**config.mk**
```make
export PLATFORM = sky130hd
export DESIGN_NAME = biquad_notch_filter_core
export DESIGN_NICKNAME = d
export VERILOG_FILES = /design/src/sv/bqn_pkg.sv /design/src/sv/biquad_notch_filter_core.sv
export SDC_FILE = /design/constraint.sdc
export NUM_CORES = 1
export LEC_CHECK = 0
export BUFFER_PORTS_ARGS = -buffer_cell sky130_fd_sc_hd__buf_2
export CORE_MARGIN = 5
export CORE_UTILIZATION = 25
export DETAILED_ROUTE_END_ITERATION = 10
export PLACE_DENSITY = 0.45
export SETUP_SLACK_MARGIN = 0.5
export SLEW_MARGIN = 20
export SYNTH_ARGS = -nofsm -noshare
export SYNTH_HDL_FRONTEND = slang
export SYNTH_SLANG_ARGS = --single-unit
export TNS_END_PERCENT = 20
```
**constraint.sdc**
```tcl
create_clock -name clock -period 8.6 [get_ports clock]
set_input_delay 1.72 -clock clock [delete_from_list [all_inputs] [get_ports clock]]
set_output_delay 1.72 -clock clock [all_outputs]
set_load 0.02 [all_outputs]
```
**src/sv/bqn_pkg.sv**
```systemverilog
// Shared types, constants and the microprogram of the biquad notch filter core.
`timescale 1ns / 1ps
`default_nettype none

package bqn_pkg;

   localparam int SAMPLE_BITS_DEF    = 16;
   localparam int COEF_FRAC_BITS_DEF = 14;

   localparam int COS_W      = 16;
   localparam int POLE_W     = 15;
   localparam int CSR_DATA_W = 16;
   localparam int CSR_IDX_W  = 2;

   localparam logic [CSR_IDX_W-1:0] CSR_NOTCH_COS = CSR_IDX_W'(0);
   localparam logic [CSR_IDX_W-1:0] CSR_POLE_D    = CSR_IDX_W'(1);

   localparam logic signed [COS_W-1:0] NOTCH_COS_RST = 16'sd15137;
   localparam logic [POLE_W-1:0]       POLE_D_RST    = 15'd30290;

   localparam int STEP_W     = 3;
   localparam int PROG_STEPS = 8;

   typedef enum logic [1:0] {
      MA_OPD,
      MA_GAIN,
      MA_A1,
      MA_A2
   } mul_a_type;

   typedef enum logic [2:0] {
      MB_COS,
      MB_X0,
      MB_X1,
      MB_X2,
      MB_Y1,
      MB_Y2
   } mul_b_type;

   typedef enum logic [1:0] {
      ACC_HOLD,
      ACC_LOAD,
      ACC_ADD,
      ACC_SUB
   } acc_op_type;

   typedef struct packed {
      mul_a_type  mul_a;
      mul_b_type  mul_b;
      acc_op_type acc_op;
      logic       load_a1;
      logic       wait_req;
      logic       finish;
   } ctrl_type;

   function automatic ctrl_type bqn_ucode(input logic [STEP_W-1:0] step);
      ctrl_type cw;
      cw = '{mul_a: MA_OPD, mul_b: MB_COS, acc_op: ACC_HOLD,
             load_a1: 1'b0, wait_req: 1'b0, finish: 1'b0};
      case (step)
         3'd0: begin
            cw.wait_req = 1'b1;
         end
         3'd1: begin
            cw.mul_a   = MA_GAIN;
            cw.mul_b   = MB_X0;
            cw.load_a1 = 1'b1;
         end
         3'd2: begin
            cw.mul_a  = MA_A1;
            cw.mul_b  = MB_X1;
            cw.acc_op = ACC_LOAD;
         end
         3'd3: begin
            cw.mul_a  = MA_GAIN;
            cw.mul_b  = MB_X2;
            cw.acc_op = ACC_ADD;
         end
         3'd4: begin
            cw.mul_a  = MA_A1;
            cw.mul_b  = MB_Y1;
            cw.acc_op = ACC_ADD;
         end
         3'd5: begin
            cw.mul_a  = MA_A2;
            cw.mul_b  = MB_Y2;
            cw.acc_op = ACC_SUB;
         end
         3'd6: begin
            cw.acc_op = ACC_SUB;
         end
         3'd7: begin
            cw.finish = 1'b1;
         end
         default: begin
            cw.finish = 1'b1;
         end
      endcase
      return cw;
   endfunction

endpackage

`default_nettype wire

```
**src/sv/biquad_notch_filter_core.sv**
```systemverilog
// Top level of the biquad notch filter core: microcoded sequencer around one multiplier.
`timescale 1ns / 1ps
`default_nettype none

// One sample in, one notch-filtered sample out. For each request an
// eight-step microprogram drives a single shared multiplier that first forms the a1/b1
// coefficient from the cosine and pole registers, then the five biquad products, which are
// summed in an accumulator, rounded and saturated. A new request is taken only at step 0;
// the result register lets the previous result wait while the next request runs, and the
// sequencer holds at its last step while an earlier result is still not taken.
// Write configuration only while the core is idle.
module biquad_notch_filter_core #(
   parameter int SAMPLE_BITS    = bqn_pkg::SAMPLE_BITS_DEF,
   parameter int COEF_FRAC_BITS = bqn_pkg::COEF_FRAC_BITS_DEF
) (
   input  wire                                   clock,
   input  wire                                   reset,
   input  wire                                   csr_wr_en,
   input  wire  [bqn_pkg::CSR_IDX_W-1:0]         csr_index,
   input  wire  [bqn_pkg::CSR_DATA_W-1:0]        csr_wr_data,
   input  wire                                   req_valid,
   output logic                                  req_stall,
   input  wire  signed [SAMPLE_BITS-1:0]         req_sample_in,
   output logic                                  rsp_valid,
   input  wire                                   rsp_stall,
   output logic signed [SAMPLE_BITS-1:0]         rsp_sample_out
);

   localparam int S      = SAMPLE_BITS;
   localparam int F      = COEF_FRAC_BITS;
   localparam int COEF_W = F + 4;
   localparam int MA_W   = (COEF_W > 17) ? COEF_W : 17;
   localparam int MB_W   = (S > bqn_pkg::COS_W) ? S : bqn_pkg::COS_W;
   localparam int PW     = MA_W + MB_W;
   localparam int ACC_W  = PW + 3;
   localparam int GW     = COEF_W + 17;

   localparam int G_RS  = (16 > F) ? 16 - F : 0;
   localparam int G_LS  = (F > 16) ? F - 16 : 0;
   localparam int G_RND = (1 << G_RS) >> 1;
   localparam int D_RS  = (15 > F) ? 15 - F : 0;
   localparam int D_LS  = (F > 15) ? F - 15 : 0;
   localparam int D_RND = (1 << D_RS) >> 1;
   localparam int A1_RS = 29 - F;

   localparam logic signed [PW:0]    A1_RND = (PW+1)'(1) << (A1_RS - 1);
   localparam logic signed [ACC_W:0] Y_RND  = (ACC_W+1)'(1) << (F - 1);
   localparam logic signed [ACC_W:0] Y_MAX  = {{(ACC_W+2-S){1'b0}}, {(S-1){1'b1}}};
   localparam logic signed [ACC_W:0] Y_MIN  = {{(ACC_W+2-S){1'b1}}, {(S-1){1'b0}}};

   logic signed [bqn_pkg::COS_W-1:0]  cos_ff, cos_in;
   logic        [bqn_pkg::POLE_W-1:0] pole_ff, pole_in;
   logic        [bqn_pkg::STEP_W-1:0] step_ff, step_in;
   logic signed [S-1:0]               x0_ff, x0_in, x1_ff, x1_in, x2_ff, x2_in;
   logic signed [S-1:0]               y1_ff, y1_in, y2_ff, y2_in;
   logic signed [COEF_W-1:0]          a1_ff, a1_in;
   logic signed [PW-1:0]              prod_ff, prod_in;
   logic signed [ACC_W-1:0]           acc_ff, acc_in;
   logic                              rsp_valid_ff, rsp_valid_in;
   logic signed [S-1:0]               rsp_out_ff, rsp_out_in;

   bqn_pkg::ctrl_type     cw;
   logic                  req_accept;
   logic                  finish_go;
   logic [15:0]           opd;
   logic [GW-1:0]         gain_wide, a2_wide;
   logic signed [COEF_W-1:0] gain, a2;
   logic signed [MA_W-1:0]   mul_a;
   logic signed [MB_W-1:0]   mul_b;
   logic signed [PW:0]       a1_sum;
   logic signed [PW:0]       a1_shift;
   logic signed [ACC_W:0]    y_sum;
   logic signed [ACC_W:0]    y_full;
   logic signed [S-1:0]      y_sat;

   assign cw         = bqn_pkg::bqn_ucode(step_ff);
   assign req_stall  = !cw.wait_req;
   assign req_accept = req_valid && !req_stall;
   assign finish_go  = cw.finish && !(rsp_valid_ff && rsp_stall);

   assign rsp_valid      = rsp_valid_ff;
   assign rsp_sample_out = rsp_out_ff;

   // coefficients that need no multiply
   assign opd       = {1'b1, pole_ff};
   assign gain_wide = ((GW'(opd) + GW'(G_RND)) >> G_RS) << G_LS;
   assign a2_wide   = ((GW'(pole_ff) + GW'(D_RND)) >> D_RS) << D_LS;
   assign gain      = COEF_W'(gain_wide);
   assign a2        = COEF_W'(a2_wide);

   always_comb begin
      case (cw.mul_a)
         bqn_pkg::MA_OPD:  mul_a = MA_W'(opd);
         bqn_pkg::MA_GAIN: mul_a = MA_W'(gain);
         bqn_pkg::MA_A1:   mul_a = MA_W'(a1_ff);
         bqn_pkg::MA_A2:   mul_a = MA_W'(a2);
         default:          mul_a = MA_W'(opd);
      endcase
      case (cw.mul_b)
         bqn_pkg::MB_COS: mul_b = MB_W'(cos_ff);
         bqn_pkg::MB_X0:  mul_b = MB_W'(x0_ff);
         bqn_pkg::MB_X1:  mul_b = MB_W'(x1_ff);
         bqn_pkg::MB_X2:  mul_b = MB_W'(x2_ff);
         bqn_pkg::MB_Y1:  mul_b = MB_W'(y1_ff);
         bqn_pkg::MB_Y2:  mul_b = MB_W'(y2_ff);
         default:         mul_b = MB_W'(cos_ff);
      endcase
   end

   assign prod_in  = PW'(mul_a * mul_b);
   assign a1_sum   = -((PW+1)'(prod_ff)) + A1_RND;
   assign a1_shift = a1_sum >>> A1_RS;
   assign a1_in    = cw.load_a1 ? COEF_W'(a1_shift) : a1_ff;

   always_comb begin
      case (cw.acc_op)
         bqn_pkg::ACC_HOLD: acc_in = acc_ff;
         bqn_pkg::ACC_LOAD: acc_in = ACC_W'(prod_ff);
         bqn_pkg::ACC_ADD:  acc_in = acc_ff + ACC_W'(prod_ff);
         bqn_pkg::ACC_SUB:  acc_in = acc_ff - ACC_W'(prod_ff);
         default:           acc_in = acc_ff;
      endcase
   end

   // round half up, then saturate
   assign y_sum  = (ACC_W+1)'(acc_ff) + Y_RND;
   assign y_full = y_sum >>> F;
   always_comb begin
      if (y_full > Y_MAX) begin
         y_sat = S'(Y_MAX);
      end else if (y_full < Y_MIN) begin
         y_sat = S'(Y_MIN);
      end else begin
         y_sat = S'(y_full);
      end
   end

   always_comb begin
      cos_in  = cos_ff;
      pole_in = pole_ff;
      if (csr_wr_en) begin
         case (csr_index)
            bqn_pkg::CSR_NOTCH_COS: cos_in  = csr_wr_data;
            bqn_pkg::CSR_POLE_D:    pole_in = csr_wr_data[bqn_pkg::POLE_W-1:0];
            default: begin
            end
         endcase
      end
   end

   always_comb begin
      step_in = step_ff + bqn_pkg::STEP_W'(1);
      if (cw.wait_req) begin
         step_in = req_accept ? bqn_pkg::STEP_W'(1) : step_ff;
      end else if (cw.finish) begin
         step_in = finish_go ? bqn_pkg::STEP_W'(0) : step_ff;
      end
   end

   assign x0_in      = req_accept ? req_sample_in : x0_ff;
   assign x1_in      = finish_go ? x0_ff : x1_ff;
   assign x2_in      = finish_go ? x1_ff : x2_ff;
   assign y1_in      = finish_go ? y_sat : y1_ff;
   assign y2_in      = finish_go ? y1_ff : y2_ff;
   assign rsp_out_in = finish_go ? y_sat : rsp_out_ff;

   always_comb begin
      rsp_valid_in = rsp_valid_ff;
      if (finish_go) begin
         rsp_valid_in = 1'b1;
      end else if (!rsp_stall) begin
         rsp_valid_in = 1'b0;
      end
   end

   always_ff @(posedge clock) begin
      if (reset) begin
         cos_ff       <= bqn_pkg::NOTCH_COS_RST;
         pole_ff      <= bqn_pkg::POLE_D_RST;
         step_ff      <= '0;
         x1_ff        <= '0;
         x2_ff        <= '0;
         y1_ff        <= '0;
         y2_ff        <= '0;
         rsp_valid_ff <= 1'b0;
      end else begin
         cos_ff       <= cos_in;
         pole_ff      <= pole_in;
         step_ff      <= step_in;
         x1_ff        <= x1_in;
         x2_ff        <= x2_in;
         y1_ff        <= y1_in;
         y2_ff        <= y2_in;
         rsp_valid_ff <= rsp_valid_in;
      end
   end

   always_ff @(posedge clock) begin
      x0_ff      <= x0_in;
      a1_ff      <= a1_in;
      prod_ff    <= prod_in;
      acc_ff     <= acc_in;
      rsp_out_ff <= rsp_out_in;
   end

endmodule

`default_nettype wire

```
; ---- Yosys cells after proc, flatten, opt, wreduce, memory -nomap -nowiden
; Index checks and enable logic that the tools add are counted.
[word_totals]
register_bits = 220
latch_bits = 0
ramBits = 0
out_inout_bits = 18
word_cells = 76
in_bits = 39
romBits = 0
mem_count = 0
[op_classes]
n_lt_le_gt_ge = 2
shift = 0
n_div = 0
multipliers = 1
n_addsub = 8
n_reduce_logical = 14
muxes = 16
n_bitwise = 0
eq_ne = 22
[op_table]
columns = op, n
row1 = $pmux 37 s3, 1
row2 = $pmux 16 s5, 1
row3 = $pmux 18 s4, 1
row4 = $add 37x15->38 const B, 1
row5 = $add 37x34->37, 1
row6 = $sub 37x34->37, 1
row7 = $mul 18x16->34, 1
row8 = $add 33x16->33 const B, 1
row9 = $neg 33->33, 1
row10 = $mux 16, 2
row11 = $pmux 5 s5, 1
row12 = $gt 24x16->1 const B, 1
row13 = $lt 24x16->1 const B, 1
row14 = $eq 3x3->1 const B, 6
row15 = $add 16x2->17 const B, 1
row16 = $add 15x1->16 const B, 1
row17 = $eq 3x2->1 const B, 4
row18 = $mux 3, 4
row19 = $eq 2x2->1 const B, 4
row20 = $eq 2x1->1 const B, 3
row21 = $eq 3x1->1 const B, 2
row22 = $logic_not 2->1, 3
row23 = $pmux 2 s3, 1
row24 = $reduce_and 2->1, 3
row25 = 8 further kinds, 17

; ---- Longest topological paths before layout
[depth]
ltp_word = 6
depth_mapped = 39
mapped_depth_nobuf = 36

; ---- Least setup slack after synthesis
; No wires, ideal clock.
[synth_path]
path_kind = register to register
startpoint = register step_ff[0] (netlist name)
endpoint = register prod_ff[33]
setup_ns = 0.127
stages_incl_launch_ff = 38
path_slack_ns = -0.140
n_path_buf = 3
synth_period_minus_slack_ns = 8.740
arrival_ns = 8.613
required_time_ns = 8.473
path_cell_list = dfxtp_1 inv_1 ha_1 buf_2 o22ai_4 clkbuf_1 buf_1 nand2_1 nand2_1 ha_1 inv_1 nor2_1 and3_1 nand4_1 nor3b_2 nand2_1 o311ai_2 nor2_1 (+2 left out) fa_1 fa_1 inv_1 fa_1 fa_1 inv_1 fa_1 inv_1 ha_1 and3_1 and3b_1 a211oi_1 o21ai_0 nor3_1 a211oi_1 nand2b_1 a221oi_1 xnor2_1
[synth_between]
elab_chain_cells = 5
word_cells_on_any_way = 18
classes_between = mul: 1 / eq/ne: 13 / mux: 3 / reduce/logical: 1
[synth_lines]
columns = item, line
row1 = "start, declared", biquad_notch_filter_core.sv:53  ; logic [bqn_pkg::STEP_W-1:0] step_ff, step_in;
row2 = "start signal, assigned", biquad_notch_filter_core.sv:189  ; step_ff <= step_in;
row3 = "$eq 3x3->1, or another cell as far along", bqn_pkg.sv:60  ; case (step)
row4 = $pmux 5 s5 *, bqn_pkg.sv:60
row5 = "$eq 3x3->1, or another cell as far along", biquad_notch_filter_core.sv:99  ; case (cw.mul_b)
row6 = $pmux 16 s5 or $pmux 18 s4 (tied branches), "biquad_notch_filter_core.sv:99, biquad_notch_filter_core.sv:92"
row7 = $mul 18x16->34 *, biquad_notch_filter_core.sv:110  ; assign prod_in = PW'(mul_a * mul_b);
row8 = via prod_in[33], biquad_notch_filter_core.sv:57  ; logic signed [PW-1:0] prod_ff, prod_in;
row9 = "end signal, assigned", biquad_notch_filter_core.sv:201  ; prod_ff <= prod_in;
row10 = "end, declared", biquad_notch_filter_core.sv:57
; The timed path passes the listed nets; every way through them passes the cells marked *.
; A chain may end at the register's enable or synchronous reset.

; ---- Worst setup path after layout
[layout_path]
startpoint = register step_ff[0] (netlist name)
endpoint = register prod_ff[22]
; The elaborated chain is that of the path after synthesis.

==> summary.md <==
The floorplan step defined a die boundary enclosing 99100 um2. The tools report the number of buffers inserted for hold repair after clock tree synthesis as 0. Sequential elements use 22.7% of the synthesized area. The logs give 3195 for the number of nets in the final layout and 9877 for the fill cell total of the finished layout.

The growth of design area from synthesis to finish is 16.6%, and the post-synthesis instance total is 2647. By area the synthesized netlist is led by sky130_fd_sc_hd__fa_1, sky130_fd_sc_hd__dfxtp_1, sky130_fd_sc_hd__edfxtp_1. Based on the critical path, the design can be clocked at up to 0.125 GHz. The distinct cell type count of the synthesized netlist is 83.

The tightest min-delay check is of the reg2reg type. The tools report the beginning of the worst hold path as y2_ff[3]. After detailed routing, the average wire length per cell comes to 17.6 um. The total clock sinks is 220. For the pin with the worst max-slew slack, the measured transition is 1.11 ns. In this run, the number of DRC markers left after iteration 0 of detailed routing was 1146. STA classifies the critical path endpoint as a flip-flop. The Yosys step of the flow raised 0 warnings. The tools report the max-capacitance violation count as 0. The cell type of the slowest stage on the worst timing path is sky130_fd_sc_hd__fa_1.

After detailed routing, the total wire length is 70.5 mm. The cell family contributing the most delay on the critical path is adder cells. The logs give 29 for the number of buffers created by CTS and 91900 um2 for the core footprint. The number of top-level design ports was 57. The run gives 3921 as the instance count after placement with tap cells included. In this run the biggest area consumer among cell types represents 25.1% of the synthesized area. Setup repair after global routing could not meet its margin everywhere. After detailed routing, the number of remaining DRC violations is 0.

Dominant cell type by area after synthesis: sky130_fd_sc_hd__fa_1. The worst register-to-register path has a depth of 33. The logs give 1 for the H-tree depth reported by CTS and 0 for the antenna cell count. The die outline width works out to 315 um.

Entering global routing, the biggest net connects 101 pins. The tools report the area of the multi-input gates as 16500 um2. By instance count, the cell type seen most on the critical path is sky130_fd_sc_hd__fa_1. The tools report the data required time at the worst endpoint as 9.12 ns. The worst slew slack as a fraction of its limit is 25.9%. Yosys mapped a number of flops with a built-in enable equal to 87. For the worst-skew pair, the clock arrives at the later sink with an insertion delay of 0.58 ns. The logs give 5 for the count of TritonRoute iterations in the first routing pass and 1 for the initial antenna violation count. In the layout the commonest cells are sky130_fd_sc_hd__nand2_1, sky130_fd_sc_hd__inv_1, sky130_fd_sc_hd__fa_1, sky130_fd_sc_hd__nor2_1, sky130_fd_sc_hd__a21oi_1.

Arrival time reported for the critical path endpoint: 8.53 ns. The worst path needs 8.01 ns of the cycle, external delays included. Most common cell after layout, fill and taps aside: sky130_fd_sc_hd__nand2_1.

Setup violations remaining at the end of the flow were counted as 0. The first global-routing pass estimated 111 mm of wire. In the routed layout, each cell is associated on average with a via count of 4.54. Of all nets on the critical path, the largest fanout is 5. Summing over every cut layer, the via total after detailed routing is 18200. The instance count along the most critical hold path came out at 2.

The run gives 0.454 ns as the minimum hold slack. The cell chosen for the clock root is sky130_fd_sc_hd__clkbuf_16. Combined global-route utilization of all metal layers: 14.1%.

The critical path contains buffers and inverters numbering 6 combined. The weighted congestion at the end of routability-driven global placement is 0.830, and the die boundary height is 315 um. The clock passes through at most 3 buffers. The most used flip-flop cell after synthesis is sky130_fd_sc_hd__dfxtp_1. Of the available clock period, the critical path in the final layout requires 93.2%.

Final-report max-slew violation count: 0. The path with the worst hold slack has its endpoint at y2_ff[3]. Of the cells placed in the final design, the portion with a size suffix greater than 1 is 13.1%. The sum of overflow across all layers after global routing is 0.

For the number of global-route vias before repair, the log shows 18600. The worst register-to-register path begins at step_ff[0]. In this run the cell area of the synthesized design comes to 23200 um2.

The number of endpoints with negative hold slack in the final report was 0. The largest incremental delay on the critical path came out at 0.57 ns. Input and output buffers added on the ports amount to 56. The count of non-filler cells in the finished layout is 4000. The slack of the worst reg-to-reg path came out at 0.59 ns. When the netlist entered floorplanning its net count stood at 3108. The endpoint identified for the worst register-to-register timing path is prod_ff[22]. The synthesized design contains 220 register bits. The detail route stage leaves a number of antenna-violating nets equal to 0. The run finished with clean final reports.

Once the floorplan was initialized, standard cells occupied 25.3% of the core. The proportion of register bits with asynchronous set or reset after synthesis is 0%. The worst setup path is launched from a flip-flop.

The average size of a mapped cell works out to 8.78 um2. For this run, the share of the core covered by cells in the final layout is 29.5%. The logs give 111 for the number of placement rows and 55.1 mm for the half-perimeter wire length after placement. TritonCTS built the clock tree.

Clock-pin slew was measured on the worst setup and hold paths at 0.06 ns. Kind of critical path: reg2reg. The sequential cells in the finished layout cover a total of 5280 um2. Across the routed clock network, the largest skew measured is 0.0185 ns.
-- how the worst max path moves through the flow --
| stage | from | slack (ns) | cells after the start | end |
|---|---|---|---|---|
| final | step_ff[0] | 0.59 | 33 | prod_ff[22] |
| after global routing | step_ff[0] | 0.23 | 35 | prod_ff[33] |
| after CTS | step_ff[1] | 0.51 | 36 | prod_ff[31] |
| after detailed placement | step_ff[1] | -0.008 | 32 | prod_ff[31] |
| after global placement | step_ff[1] | 0.13 | 32 | prod_ff[31] |
| after floorplan | step_ff[0] | 0.52 | 37 | prod_ff[33] |
-- state kept, by name, summed over array words and instances, names as in the netlist, 3 cells and up --
signal,flops
a1_ff,18
acc_ff,37
rsp_sample_out,16
prod_ff,34
y1_ff,16
pole_ff,15
x2_ff,16
step_ff,3
y2_ff,16
x1_ff,16
cos_ff,16
x0_ff,16
-- cell usage after synthesis, types with 15 or more instances --
cell	n
sky130_fd_sc_hd__nand2_1	385
sky130_fd_sc_hd__inv_1	373
sky130_fd_sc_hd__fa_1	291
sky130_fd_sc_hd__nor2_1	239
sky130_fd_sc_hd__a21oi_1	163
sky130_fd_sc_hd__dfxtp_1	133
sky130_fd_sc_hd__ha_1	131
sky130_fd_sc_hd__o21ai_0	99
sky130_fd_sc_hd__clkbuf_1	89
sky130_fd_sc_hd__edfxtp_1	87
sky130_fd_sc_hd__xnor2_1	82
sky130_fd_sc_hd__xor2_1	58
sky130_fd_sc_hd__nand2b_1	42
sky130_fd_sc_hd__nand3_1	40
sky130_fd_sc_hd__a21o_1	29
sky130_fd_sc_hd__mux2_2	26
sky130_fd_sc_hd__mux2i_1	26
sky130_fd_sc_hd__nor3_1	26
sky130_fd_sc_hd__nor2b_1	19
sky130_fd_sc_hd__and2_1	18
sky130_fd_sc_hd__or2_2	18
sky130_fd_sc_hd__a31oi_1	17
sky130_fd_sc_hd__nand3b_1	17
sky130_fd_sc_hd__o21a_1	16
sky130_fd_sc_hd__a211oi_1	15
-- layer usage --
layer  wire length, um  share of wire (%)  up-vias  global-route usage [%]
li1                  -                  -     8779                       -
met1             32100                 46     8985                    19.5
met2             33600                 48      334                    23.8
met3              3220                4.6       63                    1.91
met4              1460                2.1        0                    2.74
met5                 0                  0        -                       0
-- area by class of cell --
type	count	area share, %
Multi-Input combinational cell	1938	60.7
Tap cell	1243	5.74
Timing Repair Buffer	172	4.91
Clock inverter	16	0.757
Clock buffer	38	3.19
Inverter	373	5.17
Sequential cell	220	19.5
-- metrics by stage --
step / area [um2] / setup WS [ns] / TNS [ns]
finish: 27100 / 0.588 / 0
global route: 27100 / 0.226 / 0
CTS: 26800 / 0.508 / 0
detailed placement: 25600 / -0.00838 / -0.00838
global placement: 25600 / 0.133 / 0
floorplan: 23300 / 0.515 / 0
-- tightest hold or removal path, stage by stage, from the launching register on --
cell and delay (ns):
sky130_fd_sc_hd__dfxtp_1 0.31, sky130_fd_sc_hd__nand2_1 0.05, sky130_fd_sc_hd__a21oi_1 0.05
-- repair_timing --
| item | 4_1_cts | 5_1_grt |
|---|---|---|
| pin swaps | 13 | 41 |
| setup endpoints to repair | 15 | 16 |
| setup buffers | 8 | 17 |
| gates resized for setup | 21 | 42 |
-- logic make-up (layout without fill, tap and decap cells) --
family,Yosys count,count (layout),synth area share [%]
simple gates,874,874,17.3
buf+inv,489,599,8.01
compound gates,449,449,12.2
fa+ha+maj,422,422,32.1
flops,220,220,22.7
xor+xnor,140,140,5.28
mux,53,53,2.43
Power is not shown: default switching activity piles up to over one toggle a cycle in this logic, so the estimate is an artifact.
